$ cat src/rtl/nof_win_cell.sv
// One column of the 3x3 sum window: holds top, middle and bottom sums.
// No dependencies.
module nof_win_cell #(
  parameter int unsigned SW = 17
) (
  input  logic          clk_i,
  input  logic          rst_ni,
  input  logic          en_i,
  input  logic [3*SW-1:0] col_i,
  output logic [3*SW-1:0] col_o
);
  logic [3*SW-1:0] col_q;

  always_ff @(posedge clk_i or negedge rst_ni) begin
    if (!rst_ni) begin
      col_q <= '0;
    end else if (en_i) begin
      col_q <= col_i;
    end
  end

  assign col_o = col_q;
endmodule

$ cat config.mk
export PLATFORM = sky130hd
export DESIGN_NAME = nof_win_cell
export DESIGN_NICKNAME = d
export VERILOG_FILES = /design/src/rtl/nof_win_cell.sv
export SDC_FILE = /design/constraint.sdc
export NUM_CORES = 1
export LEC_CHECK = 0
export BUFFER_PORTS_ARGS = -buffer_cell sky130_fd_sc_hd__buf_4
export CAP_MARGIN = 10
export CORE_MARGIN = 5
export CORE_UTILIZATION = 49
export CTS_BUF_LIST = sky130_fd_sc_hd__clkbuf_16
export DETAILED_ROUTE_END_ITERATION = 8
export HOLD_SLACK_MARGIN = 0.15
export PLACE_DENSITY = 0.84
export SYNTH_ARGS = -nofsm -noshare
export SYNTH_HDL_FRONTEND = slang
export SYNTH_SLANG_ARGS = --single-unit
$ cat constraint.sdc
create_clock -name clk_i -period 1.6 [get_ports clk_i]
set_input_delay 0.08 -clock clk_i [delete_from_list [all_inputs] [get_ports clk_i]]
set_output_delay 0.08 -clock clk_i [all_outputs]
set_load 0.05 [all_outputs]
==> metrics.cfg, run 1 <==
[power]
vdd_ir_drop_max_mv=0.5961
power.total_mw=3.707
p_leak_nw=1.817
cellPowerDensity_nw_per_um2=1035

[yosys]
synthesis.area_um2=2150
syn_inst=108
yosysUniqueCellTypes=5
ys_ff_latch=51
synthesis.nets=162
avgSynthCellArea_um2=19.90
ys_seq_area_frac=0.5937
yosysWarnings=0

[min_path]
hold_class=input port to flip-flop
hold_path_depth=2

[setup_path]
worst_path_max_delay_cell=dfrtp_1
worstPathCellList=buf_4
max_stage_delay_ns=0.41
r2r_cells=1
cp_num_buf_inv=1
critPathKind=flip-flop to output port
cp_num_cells=1
worstSetupEndpointType=output port
crit_path_start_kind=flip-flop
cp_max_fo=2
required_ns=1.52
crit_family=flip-flops
cp_data_arrival_time_ns=0.90

[route]
vias_per_cell=4.744
dr.pass1.iters=4
drt-initial-drc-count=36
antenna_left=0
wl_per_cell_um=18.86
drc_errors=0
wl_um=6036
vias=1518

[clocking]
cts_max_path_buffers=2
clock_tree.root_cell=clkbuf_16
postCtsSetupBuffers=0
clkSinkCount=51
cts.clk_slew.worst_paths_ns=0.06
cts_tree=yes
clock_latency_ns=0.28
htreeDepth=2
cts_buffers=5

[global_routing]
grt.busiest_layer=met2
grt_max_degree=52
first_global_vias=1815
grt-ovfl-total=0
grt_use_met3=0.07920
antenna_found_initial=0
use_met1=0.2424
met2_usage=0.3930
grt_pass1_wl_um=9929
grt.total_usage=0.2160

[die]
coreArea_um2=4294
die-area_um2=5812
die_height_um=76.24
initial_core_util=0.5006
rows=24
die_w_um=76.24
ioPinCount=105

[timing]
whs_ns=0.2619
max-slew-margin-rel=0.5773
setup_viol=0
timing.fmax_ghz=1.021
timing.final.hold_violations=0
fin_tns_setup_ns=0
fin_crit_ns=0.9795
worst_pin_slew_ns=0.6340
timing.final.max_slew_violations=0
rsz0062_at_grt=no
clock_skew_ns=0
post-route-period-util=0.6122
worst_slack_ns=0.6205

[placed_design]
dp_slack_ns=0.5518
io_buffers=104
place_hpwl_um=3497
gp_congestion=0.6924

[final_layout]
final_util=0.8339
fin_nets=321
largest_reg_flops=51
areaGrowthSynthToFinish_pct=66.59
antennaDiodeCount=0
drive_above_1_share=0.6045

[flow_run]
max-cap-violations=0

[status]
status=finished clean

## cells in the final DEF, fill, tap and decap left out
cell type,synthesis,final
mux2_4,50,50
buf_12,5,2
clkinv_1,0,2
clkbuf_16,0,5
inv_1,0,1
mux2_2,1,1
buf_4,0,104
dlygate4sd3_1,0,52
dfrtp_1,51,51
## repair_timing
item                                   in CTS  in global routing
gates resized for setup                     0                  0
hold buffers                               52                  0
endpoints found under the hold margin     102                  0
## synth_stat cells
cell type	n	area, um^2
buf_12	5	100.1
buf_6	1	11.26
dfrtp_1	51	1276
mux2_2	1	11.26
mux2_4	50	750.7
## where the power goes
part | internal [mW] | total (mW) | leakage, nW | switching, mW
clock | 0.563 | 0.992 | 0.0701 | 0.429
sequential | 1.42 | 1.51 | 0.596 | 0.0871
combinational | 0.526 | 1.21 | 1.15 | 0.681
## area by class of cell
type	instances	area (um^2)
well taps	52	65.06
fillers	246	713.2
repair buffers	158	1341
multi-input cells	51	762.0
flip-flops and latches	51	1276
clock buffers	5	125.1
clock inverters	3	11.26
## routing by layer
metal | vias up | wire length, um
met2 | 77 | 3168
met1 | 742 | 2338
met3 | 7 | 464
met5 | - | 0
li1 | 692 | -
met4 | 0 | 64
## final timing paths
check / slack, ns / to / from
max in group asynchronous: 0.81 / col_o[29] / rst_ni
min in group asynchronous: 0.37 / col_o[40] / rst_ni
max: 0.62 / col_o[46] / col_o[46]
max reg2reg: 0.78 / col_o[46] / col_o[46]
min reg2reg: 0.51 / col_o[32] / col_o[32]
min: 0.26 / col_o[29] / en_i
## per-stage QoR
stage / cells / instance area [um^2]
floorplan: 108 / 2150
finish: 320 / 3581
detailed placement: 260 / 2924
CTS: 320 / 3581
global placement: 260 / 2924
global route: 320 / 3581
## logic make-up (layout without fill, tap and decap cells)
group,Yosys count,after routing,share of synthesized area
DFF,51,51,0.5937
muxes,51,51,0.3545
buffers and inverters,6,166,0.05181
(Power assumes the default switching activity.)
==> inputs of run 2 (changes only) <==
- CORE_UTILIZATION: 49 -> 45
- PLACE_DENSITY: 0.84 -> 0.78
- clock period: 1.6 -> 0.95 ns (I/O delays scaled with it)
==> metrics.cfg, run 2 (synthesis gave the netlist of run 1 again) <==
[timing]
fin_crit_ns=0.9448
fin_tns_setup_ns=0
worst_pin_slew_ns=0.2266
post-route-period-util=0.9946
clock_skew_ns=0
timing.fmax_ghz=1.058
whs_ns=0.1516
worst_slack_ns=0.005177
timing.final.hold_violations=0
timing.final.max_slew_violations=0
setup_viol=0
max-slew-margin-rel=0.8490

[setup_path]
reg2reg_to=col_o[38]
crit_path_start_kind=flip-flop
cp_data_arrival_time_ns=0.90
cp_num_buf_inv=1
worstSetupEndpointType=output port
worstPathCellList=buf_4
crit_family=flip-flops
r2r_cells=1
cp-startpoint=col_o[38]
timing.rr.start=col_o[38]
max_stage_delay_ns=0.42
reg2reg_slack_ns=0.13
worst_path_max_delay_cell=dfrtp_2
cp_max_fo=2
required_ns=0.90
critPathKind=flip-flop to output port

[die]
coreArea_um2=4692
initial_core_util=0.4581
die_height_um=79.12
rows=25
die-area_um2=6259
die_w_um=79.12
ioPinCount=105

[clocking]
clock_tree.root_cell=clkbuf_16
postCtsSetupBuffers=0
cts_tree=yes
clkSinkCount=51
cts_buffers=5
clock_latency_ns=0.28
cts.clk_slew.worst_paths_ns=0.06
htreeDepth=2
cts_max_path_buffers=2

[placed_design]
dpl-instance-area_um2=3053
gp_congestion=0.7622
dp_cells=267
io_buffers=104
place_hpwl_um=3396
dp_slack_ns=0.07917

[power]
cellPowerDensity_nw_per_um2=1689
switchingPower_mw=2.021
p_leak_nw=1.810
switching_share=0.3181
power.total_mw=6.354
clkPwrFrac=0.266
vdd_ir_drop_max_mv=0.9283
seqPwrFrac=0.406
pwr-share-comb=0.328
internal-power_mw=4.333

[route]
met2WireLength_um=3197
dr.max_layer_used=met4
wl_per_cell_um=17.64
antenna_left=0
vias_per_cell=4.621
wl_um=5768
dr_wl_met3_um=365
dr.pass1.iters=4
drc_errors=0
wl_met1_um=2154
drt-initial-drc-count=42
vias=1511

[min_path]
hp-start=en_i
whs_endpoint=col_o[22]
hold_path_depth=2
hold_class=input port to flip-flop

[global_routing]
grt.total_usage=0.1844
grt_pass1_wl_um=8769
grt_max_degree=25
first_global_vias=1713
grt-ovfl-total=0
antenna_found_initial=0

[final_layout]
final_area_um2=3762
areaGrowthSynthToFinish_pct=75.03
final_util=0.8019
layout_commonest_cell=buf_4
drive_above_1_share=0.8022
instances_no_fill=327
layout_common_cells=94 x buf_4, 52 x dlygate4sd3_1, 51 x dfrtp_2, 50 x mux2_4, 13 x buf_6
antennaDiodeCount=0
fin_nets=326
largest_reg_flops=51
fillers=260

[status]
status=finished clean

[flow_run]
max-cap-violations=0

run 2: changes by cell type in the layout (fill, tap and decap cells not counted):
cell and change:
inv_1 -1, dfrtp_2 +51, dfrtp_1 -51, clkinvlp_4 +1, buf_12 +2, buf_4 -10, buf_6 +13
run 2: per-layer routing:
layer	up-vias	track usage
met5	-	0
met2	56	0.3468
met1	747	0.2099
met4	0	0.04296
met3	6	0.04308
li1	702	-
run 2: worst max-delay path by stage:
| stage | to | cells past startpoint |
|---|---|---|
| floorplan | col_o[0] | 1 |
| global placement | col_o[16] | 3 |
| detailed placement | col_o[0] | 3 |
| CTS | col_o[41] | 1 |
| global route | col_o[38] | 1 |
| finish | col_o[38] | 1 |
run 2: layout make-up:
class	instances	area (um^2)	share of cell area
clock inverter	3	15.01	0.003991
clock buffer	5	125.1	0.03326
sequential	51	1340	0.3562
multi-input combinational	51	762.0	0.2025
tap	54	67.56	0.01796
timing repair buffer	163	1453	0.3861
run 2: power by group through the flow:
stage | sequential, mW | combinational, mW | clock (mW)
3_5_place_dp | 2.59 | 1.87 | 0
5_1_grt | 2.61 | 2.17 | 1.82
4_1_cts | 2.56 | 2.04 | 1.75
3_3_place_gp | 2.59 | 1.85 | 0
6_report | 2.58 | 2.08 | 1.69
2_1_floorplan | 3.37 | 0.451 | 0
run 2: repair_timing:
action	CTS	global route
hold endpoints to repair	102	0
gates resized for setup	0	13
hold buffers	52	0
endpoints found under the setup margin	0	13
