<file path="src/rtl/nof_pkg.sv">
// Shared types, constants and helpers for the normal optical flow block.
// No dependencies.
package nof_pkg;

  localparam int unsigned MAX_WIDTH_DEF  = 1024;
  localparam int unsigned PIXEL_BITS_DEF = 16;

  localparam int unsigned FW_W       = 11;  // frame_width register
  localparam int unsigned FH_W       = 12;  // frame_height register
  localparam int unsigned TH_W       = 16;  // threshold registers
  localparam int unsigned CFG_IDX_W  = 2;
  localparam int unsigned CFG_DATA_W = 16;
  localparam int unsigned FLOW_W     = 24;  // Q15.8 flow
  localparam int unsigned NUM_SHIFT  = 10;  // numerator scale 1024
  localparam int unsigned GRAD_SHIFT = 4;   // 16 * g^2

  localparam int unsigned MIN_DIM = 3;

  localparam logic [FW_W-1:0] FRAME_WIDTH_RST    = FW_W'(640);
  localparam logic [FH_W-1:0] FRAME_HEIGHT_RST   = FH_W'(480);
  localparam logic [TH_W-1:0] GRAD_THRESHOLD_RST = TH_W'(256);
  localparam logic [TH_W-1:0] TIME_THRESHOLD_RST = TH_W'(256);

  typedef enum logic [CFG_IDX_W-1:0] {
    REG_FRAME_WIDTH    = 2'd0,
    REG_FRAME_HEIGHT   = 2'd1,
    REG_GRAD_THRESHOLD = 2'd2,
    REG_TIME_THRESHOLD = 2'd3
  } cfg_reg_e;

  // quotient magnitude (top bit = at or above 2^23) and sign to saturated Q15.8
  function automatic logic [FLOW_W-1:0] sat_flow(input logic [FLOW_W-1:0] quot,
                                                 input logic neg);
    logic [FLOW_W-1:0] low;
    low = {1'b0, quot[FLOW_W-2:0]};
    if (neg) begin
      sat_flow = quot[FLOW_W-1] ? {1'b1, {(FLOW_W-1){1'b0}}} : FLOW_W'(0) - low;
    end else begin
      sat_flow = quot[FLOW_W-1] ? {1'b0, {(FLOW_W-1){1'b1}}} : low;
    end
  endfunction

endpackage

</file>
<file path="src/rtl/nof_div_cell.sv">
// One quotient bit of the two flow dividers (restoring, shared divisor).
// Uses nof_pkg for FLOW_W.
module nof_div_cell #(
  parameter int unsigned NW = 43,
  parameter int unsigned QW = 35,
  parameter int unsigned K  = 0
) (
  input  logic clk_i,
  input  logic rst_ni,
  input  logic en_i,
  input  logic valid_i,
  input  logic [2*NW+QW+2*nof_pkg::FLOW_W+5-1:0] word_i,
  output logic valid_o,
  output logic [2*NW+QW+2*nof_pkg::FLOW_W+5-1:0] word_o
);
  import nof_pkg::*;

  localparam int unsigned CW = (QW + K > NW) ? QW + K : NW;

  typedef struct packed {
    logic [NW-1:0]     rem_c;
    logic [NW-1:0]     rem_r;
    logic [QW-1:0]     div;
    logic [FLOW_W-1:0] quot_c;
    logic [FLOW_W-1:0] quot_r;
    logic              neg_c;
    logic              neg_r;
    logic              fv;
    logic              qz;
    logic              last;
  } div_word_t;

  div_word_t w_in, w_d, w_q;
  logic [CW-1:0] dsh, rc_ext, rr_ext, rc_sub, rr_sub;
  logic valid_q;

  assign w_in = word_i;

  always_comb begin
    w_d    = w_in;
    dsh    = CW'(w_in.div) << K;
    rc_ext = CW'(w_in.rem_c);
    rr_ext = CW'(w_in.rem_r);
    rc_sub = rc_ext - dsh;
    rr_sub = rr_ext - dsh;
    // once the top bit is set the result saturates; stop iterating
    if (!w_in.quot_c[FLOW_W-1] && rc_ext >= dsh) begin
      w_d.quot_c[K] = 1'b1;
      w_d.rem_c     = rc_sub[NW-1:0];
    end
    if (!w_in.quot_r[FLOW_W-1] && rr_ext >= dsh) begin
      w_d.quot_r[K] = 1'b1;
      w_d.rem_r     = rr_sub[NW-1:0];
    end
  end

  always_ff @(posedge clk_i or negedge rst_ni) begin
    if (!rst_ni) begin
      valid_q <= 1'b0;
    end else if (en_i) begin
      valid_q <= valid_i;
    end
  end

  always_ff @(posedge clk_i) begin
    if (en_i) begin
      w_q <= w_d;
    end
  end

  assign valid_o = valid_q;
  assign word_o  = w_q;
endmodule

</file>
<file path="config.mk">
export PLATFORM = sky130hd
export DESIGN_NAME = nof_div_cell
export DESIGN_NICKNAME = d
export VERILOG_FILES = /design/src/rtl/nof_pkg.sv /design/src/rtl/nof_div_cell.sv
export SDC_FILE = /design/constraint.sdc
export NUM_CORES = 1
export LEC_CHECK = 0
export BUFFER_PORTS_ARGS = -buffer_cell sky130_fd_sc_hd__buf_2
export CORE_UTILIZATION = 56
export CTS_CLUSTER_SIZE = 12
export DETAILED_ROUTE_END_ITERATION = 8
export GPL_TIMING_DRIVEN = 0
export PLACE_DENSITY_LB_ADDON = 0.3
export SYNTH_ARGS = -nofsm -noshare
export SYNTH_HDL_FRONTEND = slang
export SYNTH_SLANG_ARGS = --single-unit
</file>
<file path="constraint.sdc">
create_clock -name clk_i -period 1.55 [get_ports clk_i]
set_input_delay 0.3875 -clock clk_i [delete_from_list [all_inputs] [get_ports clk_i]]
set_output_delay 0.3875 -clock clk_i [all_outputs]
set_load 0.02 [all_outputs]
</file>
==> reports/metrics.yaml <==
global_routing:
  global_route.usage.total_pct: 38.6
  grt_first_pass_wirelength_um: 57800
  groute.layer.met3.usage_pct: 7.40
  maximum_number_of_pins_on_one_net_before_global_route_repair: 131
  antenna_found_initial: 3
  grt_busiest_layer: "met2"
  grt-ovfl-total: 0
  grt_util_met1_pct: 44.8
  global_route.usage.met2_pct: 67.2
  first_global_vias: 10400
worst_setup_path:
  setup.worst_path.class: "input port to flop"
  cp_data_arrival_time_ns: 2.80
  ff2ff_setup_slack_ns: 0.80
  timing.critical_path.fanout_max: 7
  worst_ep_required_ns: 1.74
  worst_setup_path_end_kind: "flop"
  crit_path_start_kind: "input port"
synthesis:
  post_synth_main_area_contributors: "edfxtp_1, ha_1, a21oi_1, xnor2_1, mux2_2"
  synth_sequential_area_ratio_pct: 48.7
  synthSimpleGateAreaFrac_pct: 12.5
  synthCells: 1006
  number_of_different_library_cells_in_the_post_synthesis_netlist: 71
  avgSynthCellArea_um2: 10.7
  ys.flop_type: "edfxtp_1"
  post_synth_xor_area_fraction_pct: 6.01
  number_of_flops_mapped_to_enable_cells_by_yosys: 174
  synth_warnings: 0
  dominant_combinational_cell_family_by_area_after_synthesis: "compound AO/OA/AOI/OAI gates"
  synth.cell_area_um2: 10800
  synth_nets: 1256
  yosys.area_share.adder_pct: 8.49
  postSynthRegisterBits: 175
  synth_compound_area_share_pct: 16.9
  yosys-mux-area-fraction_pct: 3.43
  synth_top_cell_by_area: "edfxtp_1"
  postSynth.asyncResetShare_pct: 0.571
  synthDominantCellAreaShare_pct: 48.4
clocking:
  tritoncts: "built"
  ctsHtreeMaxLevel: 4
  max-clock-path-buffers: 2
  tritoncts.num_buffers: 17
  clkSinkCount: 175
  clkLatencyLatePin_ns: 0.45
  cts_root_buffer: "clkbuf_16"
  clkSlewWorstSetupHoldPaths_ns: 0.08
floorplan:
  chipHeight_um: 141
  placeableCoreArea_um2: 18800
  floorplan.io_pins: 353
  die_area_um2: 19800
  die-width_um: 141
  placement_rows: 50
  initial_utilization_pct: 57.5
finish:
  fin_util_pct: 90.9
  area_delta_synth_final_pct: 58.2
  mostFrequentLayoutCells: "buf_2, edfxtp_1, buf_4"
  final_common_cell: "buf_2"
  drive_gt1_share_pct: 56.6
  nFillCells: 712
  finalNetCount: 1732
timing:
  post-route-period-util_pct: 168
  setup_slack_ns: -1.06
  max_clock_freq_mhz: 383
  timing.clock.skew_ns: 0
  max_slew_margin_pct: 55.4
  rsz0062_at_grt: "yes"
  hold_violations: 0
  period_minus_slack_ns: 2.61
  timing_max_transition_violations_final: 0
  hold-worst-slack_ns: 0.107
  finalSetupViolCount: 88
  tightestPinTransition_ns: 0.668
  setup_tns_ns: -83.86
drt:
  first_iter_violations: 1323
  avgViaCountPerCell: 6.62
  detail-route-antenna-nets: 0
  drcViolationCount: 0
  drtPass1Iterations: 7
  wl_um: 44400
  routed_wire_length_per_instance_um: 25.7
  vias: 11500
worst_hold_path:
  hold_path.class: "input port to flop"
placed_design:
  numPortBuffers: 352
  place_hpwl_um: 26000
  pre_cts_ws_ns: -1.80
  global_placer_s_final_weighted_congestion: 0.946
job:
  cap_viol_max_count: 0
power:
  max-vdd-ir-drop_mv: 0.802
  pwrdens_nw_per_um2: 947
  totalPowerFinal_w: 0.0162
  cellLeakagePower_nw: 7.13
status:
  failing_checks: "negative setup slack"
  status: "finished, violations left"
[cells in the mapped netlist (all sizes together) (9+ instances only)]
cell,number
nand3,21
inv,59
edfxtp,174
nand2b,15
nand4,24
nor2,49
nor2b,10
nand2,84
o21ai,70
mux2,32
ha,70
nor3,20
a21o,29
o211ai,11
o21bai,15
buf,15
a21oi,87
clkbuf,25
xnor2,45
xor2,29
a31oi,9
[cells by family (layout without fill, tap and decap cells)]
family          after synthesis  after routing
mux                          33             33
xor+xnor                     74             74
buf+inv                      99            587
fa+ha+maj                    72             72
compound gates              283            283
flops                       175            175
other cells                   0              3
simple gates                270            270
[sequential cells by signal, indices dropped and copies added (netlist names)]
name and count:
word_o 174, valid_o 1
[where the power goes]
| part | internal [W] | switching (W) |
|---|---|---|
| Clock | 0.00230 | 0.00212 |
| Combinational | 0.00248 | 0.00334 |
| Sequential | 0.00578 | 0.000129 |
| Total | 0.0106 | 0.00559 |
[path summary, 6_finish.rpt]
check / end / start / cells past startpoint
max: word_o[111] / word_i[72] / 16
min: word_o[22] / word_i[22] / 1
max reg2reg: valid_o / valid_o / 1
min reg2reg: valid_o / valid_o / 1
max in group asynchronous: valid_o / rst_ni / 2
min in group asynchronous: valid_o / rst_ni / 2
[area by class of cell]
class,instances,area (µm²),area share [%]
diodes,3,7.51,0.0440
inverters,59,307,1.80
plain buffers,19,294,1.72
clock inverters,14,165,0.968
flip-flops and latches,175,5250,30.8
multi-input cells,732,7150,41.9
clock buffers,17,425,2.49
well taps,234,293,1.72
repair buffers,478,3170,18.6
[routing by layer]
layer / vias up / routed length (µm)
met1: 5437 / 15000
met4: 0 / 3400
li1: 4770 / -
met3: 282 / 4320
met2: 975 / 21700
met5: - / 0
[metrics by stage]
stage	std cells	area (µm²)
6_report	1731	17100
5_1_grt	1731	17100
4_1_cts	1691	16000
3_5_place_dp	1593	13600
3_3_place_gp	1592	13500
2_1_floorplan	1006	11500
[worst max-delay path, stage by stage]
cell and delay, ns:
buf_2 0.14, inv_4 0.06, ha_2 0.32, clkbuf_8 0.16, nand4_1 0.16, buf_4 0.19
buf_4 0.13, buf_4 0.13, buf_4 0.12, buf_4 0.13, buf_4 0.12, buf_4 0.13
buf_4 0.12, o221ai_1 0.23, xnor2_1 0.19, o21ai_1 0.08
[what timing repair did]
item / in CTS / in global routing
hold endpoints to repair: 1 / 0
buffers inserted: 74 / 47
resized for setup: 288 / 172
hold buffers: 1 / 0
pin swaps: 62 / 84
cloned: 6 / 3
setup endpoints to repair: 88 / 88
Note: power is estimated with default switching activity, not from simulation.
