File: src/rtl/nof_ram.sv
// Generic single-write, single-read RAM with registered read data.
// No dependencies.
module nof_ram #(
  parameter int unsigned W = 8,
  parameter int unsigned D = 16
) (
  input  logic                 clk_i,
  input  logic                 we_i,
  input  logic [$clog2(D)-1:0] waddr_i,
  input  logic [W-1:0]         wdata_i,
  input  logic                 re_i,
  input  logic [$clog2(D)-1:0] raddr_i,
  output logic [W-1:0]         rdata_o
);
  logic [W-1:0] mem [D];
  logic [W-1:0] rdata_q;

  always_ff @(posedge clk_i) begin
    if (we_i) begin
      mem[waddr_i] <= wdata_i;
    end
    if (re_i) begin
      rdata_q <= mem[raddr_i];
    end
  end

  assign rdata_o = rdata_q;
endmodule

File: config.mk
export PLATFORM = sky130hd
export DESIGN_NAME = nof_ram
export DESIGN_NICKNAME = d
export VERILOG_FILES = /design/src/rtl/nof_ram.sv
export SDC_FILE = /design/constraint.sdc
export NUM_CORES = 1
export LEC_CHECK = 0
export BUFFER_PORTS_ARGS = -buffer_cell sky130_fd_sc_hd__buf_2
export CORE_ASPECT_RATIO = 0.7
export CORE_UTILIZATION = 60
export DETAILED_ROUTE_END_ITERATION = 7
export GPL_TIMING_DRIVEN = 1
export PLACE_DENSITY = 0.78
export SYNTH_ARGS = -nofsm -noshare
export SYNTH_HDL_FRONTEND = slang
export SYNTH_SLANG_ARGS = --single-unit
File: constraint.sdc
create_clock -name clk_i -period 2.35 [get_ports clk_i]
set_input_delay 0.235 -clock clk_i [delete_from_list [all_inputs] [get_ports clk_i]]
set_output_delay 0.235 -clock clk_i [all_outputs]
set_load 0.05 [all_outputs]
==> results.yml, run 1 <==
yosys:
  syn_area_per_cell_sq_um: 22.8
  ys_warn_count: 0
  async_flop_share_pct: 0
  yosys.cell_count.top_type: "edfxtp_1"
  syn_nets: 248
  synth_edf_count: 136
  synth_top_area_share_pct: 78.1
  postSynthCellCount: 229
  synth.cell_area_sq_um: 5230
  ys_ff_latch: 136
  synth_top_area_cell: "edfxtp_1"
  synthTopCellsByArea: "edfxtp_1 (78%), mux4_2 (7.8%), mux4_1 (7.0%)"
  yosys_most_used_dff: "edfxtp_1"
  yosys-top-cells-count: "edfxtp_1 (136), mux4_2 (18), a22oi_1 (16)"
  synth_cell_types: 18
  yosysSeqAreaShare_pct: 78.1
floorplan:
  io_pins: 27
  die_x_um: 114
  die_height_um: 80.1
  die_area_sq_um: 9100
  core_sq_um: 8440
  num_rows: 28
  start_util_pct: 61.9
cts:
  post_cts_resize_count: 0
  clock_sinks: 136
  cts_tree: "built"
  cts_buffers: 17
  cts_root_buffer: "clkbuf_16"
  clockBufferDepth: 2
  cts_hold_buf: 0
  post_cts_buffers: 0
  cts.htree.levels: 4
  clk_pin_slew_ns: 0.06
  clock_latency_ns: 0.42
timing:
  setup_viol: 0
  fin_ws_ns: 0.854
  rsz0062_at_grt: "false"
  min_period_ns: 1.50
  finalMaxSlewViolations: 0
  finalHoldViolCount: 0
  tightest_slew_ns: 0.690
  fin_worst_skew_ns: 0.00539
  period_share_pct: 63.6
  tns_ns: 0
  fmax_ghz: 0.669
  relSlewSlack_pct: 53.8
finish:
  fill_cells: 473
  finalNetCount: 301
  diodes: 0
  drive_gt1_share_pct: 30.8
  stdcell_count: 415
  area_growth_pct: 18.5
pwr:
  power.switching_mw: 1.15
  clkPwrFrac_pct: 47.3
  p_total_mw: 5.76
  seqPwrFrac_pct: 47.8
  p_comb_share_pct: 4.9
  sw_frac_of_total_pct: 20.0
  leakagePower_nw: 2.11
  power_density_nw_per_um2: 930
  peakVddDrop_uv: 1270
  p_int_mw: 4.61
routing:
  vias: 2525
  via_per_inst: 6.08
  drc_errors: 0
  wl_um: 9810
  drt_first_pass_iters: 5
  antenna_left: 0
  drt_iter0_markers: 278
  post_drt_wl_per_cell_um: 23.6
worst_setup_path:
  regToRegSetupSlack_ns: 0.85
  worstSetupPathType: "reg2reg"
  cp-start-kind: "flip-flop"
  arrival_ns: 1.66
  crit_fanout: 1
  cp.required_ns: 2.51
  cp-end-kind: "flip-flop"
placement:
  pre_cts_slack_ns: 0.519
  gp_congestion: 0.720
  dpl.hpwl_um: 5990
  dp.cells: 383
  portBuffers: 26
grt:
  track_usage_pct: 24.8
  grt_pass1_wl_um: 14800
  grt_max_degree: 33
  first_global_vias: 2514
  overflow: 0
  antenna_found_initial: 0
run:
  drv_cap: 0
hold_path:
  hold_class: "in2reg"
outcome:
  status: "finished clean"
## cells by family (layout without fill, tap and decap cells)
| kind of cell | count (synthesis) | after routing | synth area share [%] |
|---|---|---|---|
| simple gates | 35 | 35 | 3.14 |
| compound gates | 16 | 16 | 2.30 |
| flops | 136 | 136 | 78.1 |
| mux | 32 | 32 | 14.8 |
| buf+inv | 10 | 76 | 1.65 |
## registers in the layout (all words and copies together) (netlist names)
signal and count:
rdata_o 8, mem 128
## per-layer routing
metal / vias to the layer above / routed length (um) / GRT usage (%)
met5: - / 0 / 0
met4: 0 / 112 / 9.08
met3: 11 / 808 / 8.45
met2: 120 / 4610 / 36.6
met1: 1307 / 4280 / 35.1
li1: 1087 / - / -
## final cells by class
type                    count  area [sq um]  area share [%]
well taps                 120           150            2.42
clock inverters            13           179            2.89
multi-input cells          83          1060            17.1
repair buffers             44           290            4.69
clock buffers              19           433            6.99
flip-flops and latches    136          4080            65.9
## cells in the final DEF (no fill, tap or decap), drive strengths merged, types with 2 or more instances in the layout
| cell | synthesis | layout |
|---|---|---|
| a22oi | 16 | 16 |
| buf | 7 | 44 |
| bufinv | 0 | 4 |
| clkbuf | 0 | 19 |
| clkinv | 0 | 7 |
| clkinvlp | 0 | 2 |
| edfxtp | 136 | 136 |
| mux4 | 32 | 32 |
| nand2 | 9 | 9 |
| nand2b | 2 | 2 |
| nand3b | 2 | 2 |
| nor2 | 13 | 13 |
| nor3 | 4 | 4 |
## power groups by stage
stage / clock network, mW / registers [mW] / logic [mW]
after global placement: 0 / 2.80 / 0.278
after floorplan: 0 / 2.84 / 0.138
after CTS: 2.75 / 2.75 / 0.287
after global routing: 2.87 / 2.75 / 0.306
after detailed placement: 0 / 2.80 / 0.286
final: 2.72 / 2.75 / 0.285
## per-stage QoR
stage | hold WS [ns] | area [sq um] | util [%]
6_report | 0.201 | 6190 | 73.4
2_1_floorplan | 0.334 | 5230 | -
5_1_grt | 0.176 | 6190 | 73.4
3_5_place_dp | 0.619 | 5580 | 66.1
4_1_cts | 0.181 | 6190 | 73.4
3_3_place_gp | 0.616 | 5580 | 66.1
## final timing paths
check / from / endpoint / cells after the start
max: mem[1][1] / rdata_o[1] / 3
min: re_i / rdata_o[2] / 1
max reg2reg: mem[1][1] / rdata_o[1] / 3
min reg2reg: mem[4][6] / rdata_o[6] / 3
## critical path: stages, from the launching register on
cell and delay, ns:
edfxtp_1 0.37, mux4_1 0.52, a22oi_1 0.27, nand2_1 0.09
No activity file was read; power rests on OpenSTA's default activity.
==> inputs of run 2 (changes only) <==
clock period = 1.38 ns   (was 2.35 ns; I/O delays follow)
==> run 2 against run 1 <==
Against the previous run: the flow now finishes with violations (negative setup slack); worst setup slack lost 0.91 ns; global-route usage grew 0.37 points; register-to-register slack lost 0.91 ns; routed wire length grew 0.69%; clock skew grew 0.0016 ns; die area is the same; utilization shrank 0.13 points; critical path depth is the same; cell area shrank 0.18%.
==> results.yml, run 2 (same netlist as run 1, synthesis figures left out) <==
outcome:
  status: "finished with violations"
  violations: "negative setup slack"
routing:
  via_per_inst: 5.83
  vias: 2470
  drt_first_pass_iters: 5
  wl_um: 9880
  antenna_left: 0
  drt_iter0_markers: 213
  drc_errors: 0
  post_drt_wl_per_cell_um: 23.3
floorplan:
  die_x_um: 114
  die_area_sq_um: 9100
  start_util_pct: 61.9
  io_pins: 27
  num_rows: 28
  die_height_um: 80.1
  core_sq_um: 8440
cts:
  cts_buffers: 17
  clockBufferDepth: 2
  cts_tree: "built"
  cts_root_buffer: "clkbuf_16"
  clock_sinks: 136
  cts.htree.levels: 4
  clock_latency_ns: 0.41
  cts_hold_buf: 0
  clk_pin_slew_ns: 0.05
timing:
  fin_worst_skew_ns: 0.00701
  setup_viol: 5
  relSlewSlack_pct: 40.3
  fmax_ghz: 0.698
  finalMaxSlewViolations: 0
  finalHoldViolCount: 0
  min_period_ns: 1.43
  fin_ws_ns: -0.0522
  rsz0062_at_grt: "true"
  period_share_pct: 104
  tightest_slew_ns: 0.892
finish:
  area_growth_pct: 18.3
  largest_register: "mem"
  stdcell_area_sq_um: 6180
  fill_cells: 479
  largest_reg_flops: 128
  finalNetCount: 312
  final_common_cell: "edfxtp_1"
  diodes: 0
  mostFrequentLayoutCells: "edfxtp_1 (136), mux4_2 (31), buf_4 (27), buf_2 (26), clkbuf_16 (17)"
  fin_util_pct: 73.2
  drive_gt1_share_pct: 39.8
  stdcell_count: 424
pwr:
  leakagePower_nw: 2.07
  power_density_nw_per_um2: 1480
  peakVddDrop_uv: 1470
worst_setup_path:
  regToRegSetupSlack_ns: -0.05
  worstSetupPathType: "reg2reg"
  r2r-end: "rdata_o[6]"
  arrival_ns: 1.59
  reg2reg_from: "mem[0][6]"
  cp.required_ns: 1.54
  cp-start-kind: "flip-flop"
  crit_fanout: 1
  cp-end-kind: "flip-flop"
  r2r_cells: 3
hold_path:
  hold_depth: 1
  worstHoldEndpoint: "mem[2][0]"
  hold_class: "in2reg"
  worstHoldStart: "wdata_i[0]"
grt:
  grt_max_degree: 17
  overflow: 0
  grt_pass1_wl_um: 15100
  first_global_vias: 2691
  antenna_found_initial: 0
  track_usage_pct: 25.2
placement:
  dpl.hpwl_um: 6160
  dpl-instance-area_sq_um: 5670
  dp.cells: 394
  portBuffers: 26
  gp_congestion: 0.745
run:
  drv_cap: 0
==> run 2: repair_timing <==
item                       CTS  global route
buffers inserted             0             0
setup endpoints to repair    8             8
resized for setup           17             4
pin swaps                    5             4
==> run 2: final cells by class <==
cell class | instances | area [sq um] | share of cell area [%]
timing repair buffer | 55 | 373 | 6.03
clock buffer | 18 | 429 | 6.94
multi-input combinational | 83 | 1060 | 17.1
sequential | 136 | 4080 | 66.1
tap | 120 | 150 | 2.43
clock inverter | 12 | 87.6 | 1.42
==> run 2: report_power, final <==
group	switching (mW)	leakage (nW)	total, mW	internal [mW]
combinational	0.325	0.582	0.538	0.213
sequential	0.0238	1.24	4.68	4.66
clock	1.53	0.249	3.93	2.40
==> run 2: how the worst max path moves through the flow <==
stage | startpoint | endpoint | slack [ns] | cells past startpoint
3_5_place_dp | raddr_i[0] | rdata_o[3] | -0.34 | 5
6_report | mem[0][6] | rdata_o[6] | -0.05 | 3
2_1_floorplan | raddr_i[0] | rdata_o[1] | -0.02 | 5
5_1_grt | mem[0][6] | rdata_o[6] | -0.10 | 3
4_1_cts | mem[2][0] | rdata_o[0] | -0.04 | 3
3_3_place_gp | raddr_i[0] | rdata_o[5] | -0.27 | 5
==> run 2: per-stage QoR <==
stage | setup slack (ns) | power, mW | setup TNS, ns | hold WS [ns]
finish | -0.0522 | 9.15 | -0.100 | 0.0974
global route | -0.101 | 9.42 | -0.496 | 0.0968
CTS | -0.0370 | 9.21 | -0.132 | 0.0910
detailed placement | -0.339 | 5.28 | -2.87 | 0.531
global placement | -0.271 | 5.26 | -2.02 | 0.516
floorplan | -0.0248 | 5.07 | -0.739 | 0.237
==> run 2: critical path: stages (launching register included) <==
cell and delay (ns):
edfxtp_1 0.40, mux4_2 0.49, a22oi_2 0.21, nand2_1 0.08
==> run 2: metal layers <==
metal	global-route usage [%]	vias to the layer above	wire length [um]
met5	0	-	0
met4	12.5	0	200
met3	9.36	22	1050
met2	37.4	120	4640
met1	33.4	1234	3990
li1	-	1094	-
==> inputs of run 3 (changes only) <==
CELL_PAD_IN_SITES_DETAIL_PLACEMENT = 0   (was unset)
CELL_PAD_IN_SITES_GLOBAL_PLACEMENT = 2   (was unset)
CORE_UTILIZATION = 48   (was 60)
PLACE_DENSITY = unset   (was 0.78)
PLACE_DENSITY_LB_ADDON = 0.1   (was unset)
==> run 3 against run 2 <==
Against the previous run: the flow still finishes with violations (negative setup slack); clock power up 6.1%; count of clock-buffer cells in the layout up 2; sequential power about the same; flip-flop and latch count unchanged; worst hold slack better by 0.011 ns; register-to-register slack better by 0.02 ns; clock skew up 0.0050 ns; routed wire length up 3.6%; worst setup slack better by 0.024 ns; critical path type unchanged; largest cell class unchanged; highest routed layer unchanged.
==> results.yml, run 3 (same netlist as run 1, synthesis figures left out) <==
outcome:
  status: "finished with violations"
  violations: "negative setup slack"
timing:
  fmax_ghz: 0.710
  finalHoldViolCount: 0
  tns_ns: -0.0671
  finalMaxSlewViolations: 0
  min_period_ns: 1.41
  period_share_pct: 102
  setup_viol: 3
  tightest_slew_ns: 0.962
  fin_worst_skew_ns: 0.0120
  rsz0062_at_grt: "true"
  fin_ws_ns: -0.0278
  relSlewSlack_pct: 35.6
  holdWs_ns: 0.108
hold_path:
  hold_depth: 1
  worstHoldEndpoint: "mem[4][4]"
  worstHoldStart: "wdata_i[4]"
  hold_class: "in2reg"
worst_setup_path:
  cp_num_buf_inv: 0
  r2r-end: "rdata_o[6]"
  reg2reg_from: "mem[2][6]"
  slowest_delay_ns: 0.48
  crit_fanout: 1
  regToRegSetupSlack_ns: -0.03
  arrival_ns: 1.56
  cp.required_ns: 1.53
  cp-start-kind: "flip-flop"
  cp_cell_sequence: "mux4_2, a22oi_2, nand2_1"
  r2r_cells: 3
  critPathTopFamily: "multiplexers"
  worstSetupPathType: "reg2reg"
  cp-end-kind: "flip-flop"
  crit_slowest_cell: "mux4_2"
routing:
  post_drt_wl_per_cell_um: 23.3
  via_per_inst: 5.67
  wl_um: 10200
  drt_iter0_markers: 374
  antenna_left: 0
  vias: 2493
  drc_errors: 0
  drt_first_pass_iters: 4
run:
  drv_cap: 0
finish:
  largest_reg_flops: 128
  fin_util_pct: 59.7
  mostFrequentLayoutCells: "edfxtp_1 (136), buf_4 (29), mux4_2 (28), buf_2 (26), clkbuf_16 (17)"
  fill_cells: 767
  stdcell_area_sq_um: 6250
  diodes: 0
  final_common_cell: "edfxtp_1"
  regArea_sq_um: 4080
  multiInputGateArea_sq_um: 1060
  area_growth_pct: 19.5
  largest_register: "mem"
  drive_gt1_share_pct: 38.6
  finalNetCount: 314
cts:
  cts_buffers: 17
  cts_root_buffer: "clkbuf_16"
  clk_pin_slew_ns: 0.06
  clockBufferDepth: 2
  post_cts_buffers: 0
  cts.htree.levels: 4
  cts_tree: "built"
  clock_latency_ns: 0.41
  clock_sinks: 136
floorplan:
  io_pins: 27
  die_height_um: 89.3
  core_sq_um: 10500
  die_x_um: 127
  die_area_sq_um: 11300
  num_rows: 31
  start_util_pct: 49.9
pwr:
  power_density_nw_per_um2: 1500
  leakagePower_nw: 2.10
  peakVddDrop_uv: 939
grt:
  first_global_vias: 2436
  overflow: 0
  grt_max_degree: 22
  antenna_found_initial: 0
  track_usage_pct: 20.3
  grt_pass1_wl_um: 15200
placement:
  gp_congestion: 0.693
  dpl-instance-area_sq_um: 5700
  dpl.hpwl_um: 6630
  portBuffers: 26
run 3: changes by cell type in the layout (fill, tap and decap cells not counted), moves of 2 or more:
| cell | delta |
|---|---|
| buf_4 | +2 |
| clkbuf_1 | +2 |
| mux4_1 | +3 |
| mux4_2 | -3 |
run 3: worst max-delay path by stage:
stage / startpoint / endpoint / slack [ns] / cells past startpoint
2_1_floorplan: raddr_i[0] / rdata_o[1] / -0.02 / 5
3_3_place_gp: raddr_i[0] / rdata_o[1] / -0.33 / 5
3_5_place_dp: raddr_i[0] / rdata_o[1] / -0.34 / 5
4_1_cts: mem[3][6] / rdata_o[6] / -0.03 / 3
5_1_grt: mem[3][6] / rdata_o[6] / -0.05 / 3
6_report: mem[2][6] / rdata_o[6] / -0.03 / 3
run 3: layer usage:
metal,wire length (um),GRT usage (%)
met5,0,0
met4,53,9.20
met3,886,4.43
met2,4560,29.3
met1,4730,30.2
run 3: where the power goes:
group          total [mW]  leakage, nW  switching (mW)  internal (mW)
sequential           4.69         1.24          0.0290           4.66
combinational       0.534        0.604           0.322          0.212
clock                4.17        0.261            1.56           2.61
run 3: layout make-up:
cell class                 instances  share of cell area [%]
clock buffer                      20                    6.99
sequential                       136                    65.4
multi-input combinational         83                    17.0
tap                              132                    2.64
clock inverter                    12                    1.74
timing repair buffer              57                    6.21
run 3: repair_timing:
item,CTS,global route
cloned,0,0
endpoints found under the setup margin,8,8
hold buffers,0,0
resized for setup,11,6
pin swaps,3,0
run 3: metrics by stage:
stage	worst slack [ns]	cells	total power, mW
global route	-0.0533	440	9.66
floorplan	-0.0248	229	5.07
finish	-0.0278	440	9.39
global placement	-0.333	408	5.28
CTS	-0.0332	440	9.45
detailed placement	-0.338	408	5.29
